`src/design/sorted_priority_queue_defines.svh`:
```
// ---------------------------------------------------------------------------
// Sorted priority queue assertion macros
// Shared clocked assertion forms for the queue RTL.
// ---------------------------------------------------------------------------
`ifndef SORTED_PRIORITY_QUEUE_DEFINES_SVH
`define SORTED_PRIORITY_QUEUE_DEFINES_SVH

// Clocked check, masked while reset is asserted
`define SPQ_ASSERT_CLK(lbl, prop, msg) \
  lbl: assert property (@(posedge clk) disable iff (!rst_n) prop) else $error(msg);

// Clocked check that also holds during reset
`define SPQ_ASSERT_ALWAYS(lbl, prop, msg) \
  lbl: assert property (@(posedge clk) prop) else $error(msg);

`endif

```
`src/design/spq_pkg.sv`:
```
// ---------------------------------------------------------------------------
// spq_pkg
// Types and constants shared by the sorted priority queue cells and top.
// ---------------------------------------------------------------------------
`timescale 1ns / 1ps

package spq_pkg;

  localparam int DEPTH  = 16;
  localparam int CNT_W  = $clog2(DEPTH + 1);
  localparam int IDX_W  = (DEPTH > 1) ? $clog2(DEPTH) : 1;
  localparam int DATA_W = 32;
  localparam int PRIO_W = 16;
  localparam int CAP_W  = 5;
  localparam int OCC_W  = 5;
  localparam int CMP_W  = (CNT_W > CAP_W) ? CNT_W : CAP_W;

  localparam logic [CAP_W-1:0] CAP_RESET = CAP_W'(16);

  typedef enum logic [1:0] {
    OP_ENQ  = 2'd0,
    OP_DEQ  = 2'd1,
    OP_PEEK = 2'd2,
    OP_NOP  = 2'd3
  } op_t;

  typedef enum logic [1:0] {
    ST_OK    = 2'd0,
    ST_FULL  = 2'd1,
    ST_EMPTY = 2'd2,
    ST_RSVD  = 2'd3
  } status_t;

  typedef struct packed {
    logic enq;
    logic deq;
  } cell_ctrl_t;

endpackage

```
`src/design/sorted_priority_queue.sv`:
```
// ---------------------------------------------------------------------------
// sorted_priority_queue
// Bounded priority queue kept sorted in a row of shifting cells.
// ---------------------------------------------------------------------------
// Takes one operation every clock cycle (busy is always low) and shows its
// result on the out_ ports for one cycle, flagged by out_valid, on the cycle
// after start. The row of cells updates in the same edge that accepts the
// item, so each operation sees the one before it. The result cannot be held
// off: a receiver must take out_* whenever out_valid is high.
`timescale 1ns / 1ps
`include "sorted_priority_queue_defines.svh"

module sorted_priority_queue import spq_pkg::*; (
  input  logic                     clk,
  input  logic                     rst_n,
  input  logic                     start,
  output logic                     busy,
  input  logic [1:0]               in_op,
  input  logic signed [DATA_W-1:0] in_data,
  input  logic signed [PRIO_W-1:0] in_priority,
  input  logic                     cfg_we,
  input  logic [CAP_W-1:0]         cfg_data,
  output logic                     out_valid,
  output logic [1:0]               out_status,
  output logic signed [DATA_W-1:0] out_data,
  output logic signed [PRIO_W-1:0] out_priority,
  output logic [OCC_W-1:0]         out_occupancy
);

  logic [CAP_W-1:0] capacity_r;
  logic [CNT_W-1:0] count_r, count_nxt;

  logic                     valid_r;
  status_t                  status_r, status_nxt;
  logic signed [DATA_W-1:0] odata_r, odata_nxt;
  logic signed [PRIO_W-1:0] oprio_r, oprio_nxt;

  logic                     accept;
  op_t                      op;
  logic                     full;
  logic                     empty;
  cell_ctrl_t               ctrl;
  logic [IDX_W-1:0]         top_idx;

  logic [DEPTH-1:0]                occ;
  logic [DEPTH-1:0]                ins;
  logic signed [DATA_W-1:0]        cell_data [DEPTH];
  logic signed [PRIO_W-1:0]        cell_prio [DEPTH];
  logic [DEPTH-1:0]                order_ok;

  assign busy   = 1'b0;
  assign accept = start && !busy;
  assign op     = op_t'(in_op);
  assign empty  = (count_r == '0);
  // full once count reaches the smaller of capacity and the row length
  assign full   = (CMP_W'(count_r) >= CMP_W'(capacity_r)) || (count_r == CNT_W'(DEPTH));
  assign top_idx = IDX_W'(count_r - CNT_W'(1));

  assign ctrl.enq = accept && (op == OP_ENQ) && !full;
  assign ctrl.deq = accept && (op == OP_DEQ) && !empty;

  for (genvar k = 0; k < DEPTH; k++) begin : g_cell
    assign occ[k] = (CMP_W'(count_r) > CMP_W'(k));

    spq_cell u_cell (
      .clk       (clk),
      .ctrl      (ctrl),
      .occupied  (occ[k]),
      .new_data  (in_data),
      .new_prio  (in_priority),
      .prev_ins  ((k == 0) ? 1'b0 : ins[(k == 0) ? 0 : k - 1]),
      .prev_data (cell_data[(k == 0) ? 0 : k - 1]),
      .prev_prio (cell_prio[(k == 0) ? 0 : k - 1]),
      .next_data (cell_data[(k == DEPTH - 1) ? k : k + 1]),
      .next_prio (cell_prio[(k == DEPTH - 1) ? k : k + 1]),
      .ins       (ins[k]),
      .data      (cell_data[k]),
      .prio      (cell_prio[k])
    );

    if (k == 0) begin : g_first
      assign order_ok[k] = 1'b1;
    end else begin : g_rest
      assign order_ok[k] = !occ[k] || (cell_prio[k-1] <= cell_prio[k]);
    end
  end

  always_comb begin
    count_nxt  = count_r;
    status_nxt = ST_OK;
    odata_nxt  = '0;
    oprio_nxt  = '0;
    case (op)
      OP_ENQ: begin
        if (full) begin
          status_nxt = ST_FULL;
        end else begin
          count_nxt = count_r + CNT_W'(1);
        end
      end
      OP_DEQ: begin
        if (empty) begin
          status_nxt = ST_EMPTY;
        end else begin
          odata_nxt = cell_data[0];
          oprio_nxt = cell_prio[0];
          count_nxt = count_r - CNT_W'(1);
        end
      end
      OP_PEEK: begin
        if (empty) begin
          status_nxt = ST_EMPTY;
        end else begin
          odata_nxt = cell_data[top_idx];
          oprio_nxt = cell_prio[top_idx];
        end
      end
      default: begin
      end
    endcase
  end

  always_ff @(posedge clk) begin
    if (!rst_n) begin
      capacity_r <= CAP_RESET;
      count_r    <= '0;
      valid_r    <= 1'b0;
    end else begin
      if (cfg_we) begin
        capacity_r <= cfg_data;
      end
      valid_r <= accept;
      if (accept) begin
        count_r <= count_nxt;
      end
    end
  end

  // result payload: load on accept only
  always_ff @(posedge clk) begin
    if (accept) begin
      status_r <= status_nxt;
      odata_r  <= odata_nxt;
      oprio_r  <= oprio_nxt;
    end
  end

  assign out_valid     = valid_r;
  assign out_status    = status_r;
  assign out_data      = odata_r;
  assign out_priority  = oprio_r;
  assign out_occupancy = OCC_W'(count_r);

  `SPQ_ASSERT_ALWAYS(a_count_bound, !rst_n || (count_r <= CNT_W'(DEPTH)), "count above depth")
  `SPQ_ASSERT_CLK(a_result_next, start |=> out_valid, "no result after start")
  `SPQ_ASSERT_CLK(a_full_hold, (out_valid && out_status == ST_FULL) |-> (count_r == $past(count_r)), "full changed count")
  `SPQ_ASSERT_CLK(a_empty_zero, (out_valid && out_status == ST_EMPTY) |-> (count_r == '0), "empty with entries")
  `SPQ_ASSERT_CLK(a_sorted, &order_ok, "row out of order")

endmodule

```
`src/design/spq_cell.sv`:
```
// ---------------------------------------------------------------------------
// spq_cell
// One slot of the sorted row: holds an entry and shifts with its neighbors.
// ---------------------------------------------------------------------------
`timescale 1ns / 1ps

module spq_cell import spq_pkg::*; (
  input  logic                     clk,
  input  cell_ctrl_t               ctrl,
  input  logic                     occupied,
  input  logic signed [DATA_W-1:0] new_data,
  input  logic signed [PRIO_W-1:0] new_prio,
  input  logic                     prev_ins,
  input  logic signed [DATA_W-1:0] prev_data,
  input  logic signed [PRIO_W-1:0] prev_prio,
  input  logic signed [DATA_W-1:0] next_data,
  input  logic signed [PRIO_W-1:0] next_prio,
  output logic                     ins,
  output logic signed [DATA_W-1:0] data,
  output logic signed [PRIO_W-1:0] prio
);

  logic signed [DATA_W-1:0] data_r, data_nxt;
  logic signed [PRIO_W-1:0] prio_r, prio_nxt;

  // at or after the insert point: free slot, or strictly greater priority
  assign ins = !occupied || (prio_r > new_prio);

  always_comb begin
    data_nxt = data_r;
    prio_nxt = prio_r;
    if (ctrl.enq && ins) begin
      if (prev_ins) begin
        data_nxt = prev_data;
        prio_nxt = prev_prio;
      end else begin
        data_nxt = new_data;
        prio_nxt = new_prio;
      end
    end else if (ctrl.deq) begin
      data_nxt = next_data;
      prio_nxt = next_prio;
    end
  end

  always_ff @(posedge clk) begin
    data_r <= data_nxt;
    prio_r <= prio_nxt;
  end

  assign data = data_r;
  assign prio = prio_r;

endmodule

```
`config.mk`:
```
export PLATFORM = sky130hd
export DESIGN_NAME = sorted_priority_queue
export DESIGN_NICKNAME = d
export VERILOG_FILES = /design/src/design/spq_pkg.sv /design/src/design/sorted_priority_queue.sv /design/src/design/spq_cell.sv
export VERILOG_INCLUDE_DIRS = /design/src /design/src/design
export SDC_FILE = /design/constraint.sdc
export NUM_CORES = 2
export LEC_CHECK = 0
export ABC_AREA = 1
export ABC_CLOCK_PERIOD_IN_PS = 7900
export BUFFER_PORTS_ARGS = -buffer_cell sky130_fd_sc_hd__buf_2
export CAP_MARGIN = 20
export CORE_MARGIN = 1.5
export CORE_UTILIZATION = 50
export DETAILED_ROUTE_END_ITERATION = 7
export HOLD_SLACK_MARGIN = 0.05
export PLACE_DENSITY_LB_ADDON = 0.25
export SYNTH_ARGS = -nofsm -noshare
export SYNTH_HDL_FRONTEND = slang
export SYNTH_SLANG_ARGS = --single-unit
```
`constraint.sdc`:
```
create_clock -name clk -period 7.9 [get_ports clk]
set_clock_uncertainty 0.2 [all_clocks]
set_input_delay 1.58 -clock clk [delete_from_list [all_inputs] [get_ports clk]]
set_output_delay 1.58 -clock clk [all_outputs]
set_load 0.05 [all_outputs]
```
==> metrics.txt <==
vias post-DR between 60k and 70k; Finished Cell Area 63,400 um^2; Req. time, crit path 8150 ps; Max FO, Critical Path 48; ANT nets after route 0; Tightest Pin Transition ~1200 ps; routed len/inst approximately 26 um; IO buf count 114; share of layout cells above drive strength 1 0.0678; placed inst area 59,800 um^2; CTS tree done; Global Route Usage Sum 0.413; Yosys reg bits 829; WS Path Type input port to flop; io pins 116; synth warn 0; Layout Nets just over 8k; sequential share of the synthesized area 0.425; CP startpoint in_priority[9]; WHS Endpoint capacity_r[1]; outcome finished clean; Placement Rows between 100 and 150; Crit Reg-Reg Startpoint out_occupancy[0]; HP Start capacity_r[1]; Hold Fails Final Rpt 0; core box area between 100,000 and 150,000 um^2; hold buffer count at CTS 0; final core area utilization 0.547; WL final 250,000 um; slowest CP cell clkinv_1; die height between 300 and 400 um; Synth Area in XOR/XNOR 0.000601; reg2reg setup slack 2430 ps; largest net degree at the start of global routing 148; RSZ-0062 raised after global routing false; Tmin final between 5000 and 6000 ps; post-route worst setup slack 2100 ps; slowest stage delay, CP 630 ps; CTS H-tree lvls 3; mux cell area share after synthesis 0; synth unique cells 43; Initial Util 0.503; DR iter-0 viols 9,824; Worst EP arrival 6060 ps; Lkg Pwr between 20 and 30 nW; Syn Area/Cell 7.12 um^2; compound-gate portion of the synthesized area 0.0871; most frequent cells in the layout 3,654 x nand2_1, 1,202 x nand3_1, 818 x edfxtp_1, 485 x a21oi_1, 403 x inv_1; Slew headroom 0.165; Post-synth EDFFs 818; Pwr Total 15.3 mW; Synth Instances between 8k and 9k; reg2reg path depth 14; final cell count without fillers 9,596; cts repair resizes 0; DP HPWL 159,000 um; Worst VDD drop ~0.19 mV; Async SR Flop Fraction 0; final worst path period share 0.734; Bufs on Longest Clock Path 3; hold_ws 261 ps; Worst-Skew Late Latency 740 ps; post-synthesis adder-cell area fraction 0.0582; total CTS buffers 101; Reg clk slew, reported paths 60 ps; vias in the first global route 55.8k; first-pass GRT wire length between 300,000 and 400,000 um; Pwr Density approximately 240 nW/um^2; antenna violations before repair 13; Critical Path End Type flop; placed cell count 9,393; area leader, netlist edfxtp_1; syn_nets 8,517; # clock sinks approximately 830; Mapped Area 58,300 um^2; DR vias/cell 6.28; DR pass1 iterations 7; Syn-to-layout area delta 8.78%; top cells by area, synth edfxtp_1 42%, nand2_1 24%, nand3_1 10%; fraction of the mapped netlist area in simple logic gates 0.355; Pins Over Slew Limit 0; Crit path top cell by count nand2_1; die area 119,000 um^2; Post-CTS Setup Inserts 0; Max Fclk ~0.17 GHz; die width 344 um; Root Driver clkbuf_16; max cap viols 0; reg2reg end g_cell[7].u_cell.data[28]; most common cell after layout, fill and taps aside nand2_1; Post-route DRC 0; cell depth of the worst min-delay path 2; top cell type's share of synthesized area 0.422; prevailing post-synth register cell edfxtp_1; crit path cell chain buf_2 > clkinv_1 > buf_4 > ha_1 > nand2_1 > nand2_1 > nand2_1 > a21oi_1 > nor2_1 > nand2_1 > nand2_1 > nand2_1 > nand2_2 > nand2_2 > nand2_2 > buf_4 > inv_2 > buf_4 > nand2_1 > nand2_1; largest family of logic cells by synthesized area simple AND/OR/NAND/NOR gates; Fillers 11.1k; grt ovf 0; setup violators final 0; GP Congestion 1.01; pre-CTS setup slack 1700 ps; CP Launch Type input port; Fin Setup TNS 0 ps; Hold WC Path Type flop to flop
cell families (layout without fill, tap and decap cells):
family | count (synthesis) | count (layout)
other cells | 1 | 9
compound gates | 959 | 959
flops | 829 | 829
fa+ha+maj | 271 | 271
simple gates | 5083 | 5083
xor+xnor | 4 | 4
buf+inv | 1040 | 917
report_power, final:
group          internal (mW)  switching (mW)
Clock                   2.87            2.14
Combinational           1.12            3.55
Sequential              5.35           0.288
Total                   9.34            5.98
cell usage after synthesis (31+ instances only):
cell type and n:
o311ai_0 35, a21oi_1 488, nand2_1 3697, nand3_1 1208, edfxtp_1 818, buf_4 31
clkbuf_1 314, o21ai_0 379, buf_2 192, buf_1 58, inv_1 405, ha_1 271
nor2_1 143
state kept, by name, summed over array words and instances (netlist names):
register,count
capacity_r,5
g_cell.u_cell.data,512
g_cell.u_cell.prio,256
out_data,32
out_occupancy,5
out_priority,16
out_status,2
out_valid,1
worst max-delay path by stage:
stage / slack [ps] / endpoint / cells past startpoint
after floorplan: 1380 / g_cell[15].u_cell.data[0] / 11
after global placement: 1770 / g_cell[7].u_cell.data[29] / 20
after detailed placement: 1700 / g_cell[7].u_cell.data[28] / 20
after CTS: 2420 / g_cell[7].u_cell.data[28] / 20
after global routing: 2120 / g_cell[7].u_cell.data[30] / 20
final: 2100 / g_cell[7].u_cell.data[28] / 20
cell type report:
| class | instances | area [um^2] | share of cell area |
|---|---|---|---|
| multi-input combinational | 6318 | 29600 | 0.467 |
| sequential | 829 | 24800 | 0.391 |
| clock buffer | 116 | 2610 | 0.0411 |
| timing repair buffer | 284 | 1950 | 0.0307 |
| tap | 1524 | 1910 | 0.0301 |
| inverter | 443 | 1670 | 0.0264 |
| clock inverter | 74 | 862 | 0.0136 |
| antenna | 8 | 20.0 | 0.000316 |
routing by layer:
layer	share of wire	vias up	wire length, um	track usage
li1	-	26722	-	-
met1	0.35	27532	88900	0.525
met3	0.16	1034	39200	0.137
met4	0.058	12	14400	0.221
met5	0.00051	-	127	0.00321
met2	0.43	4922	108000	0.622
critical path, delay by kind of cell:
family,cells,cell delay [ps]
buffers and inverters,6,2360
AO/OA/AOI/OAI,1,70
adder cells (fa/ha/maj),1,330
AND/OR/NAND/NOR,12,1560
Note: power is estimated with default switching activity, not from simulation.
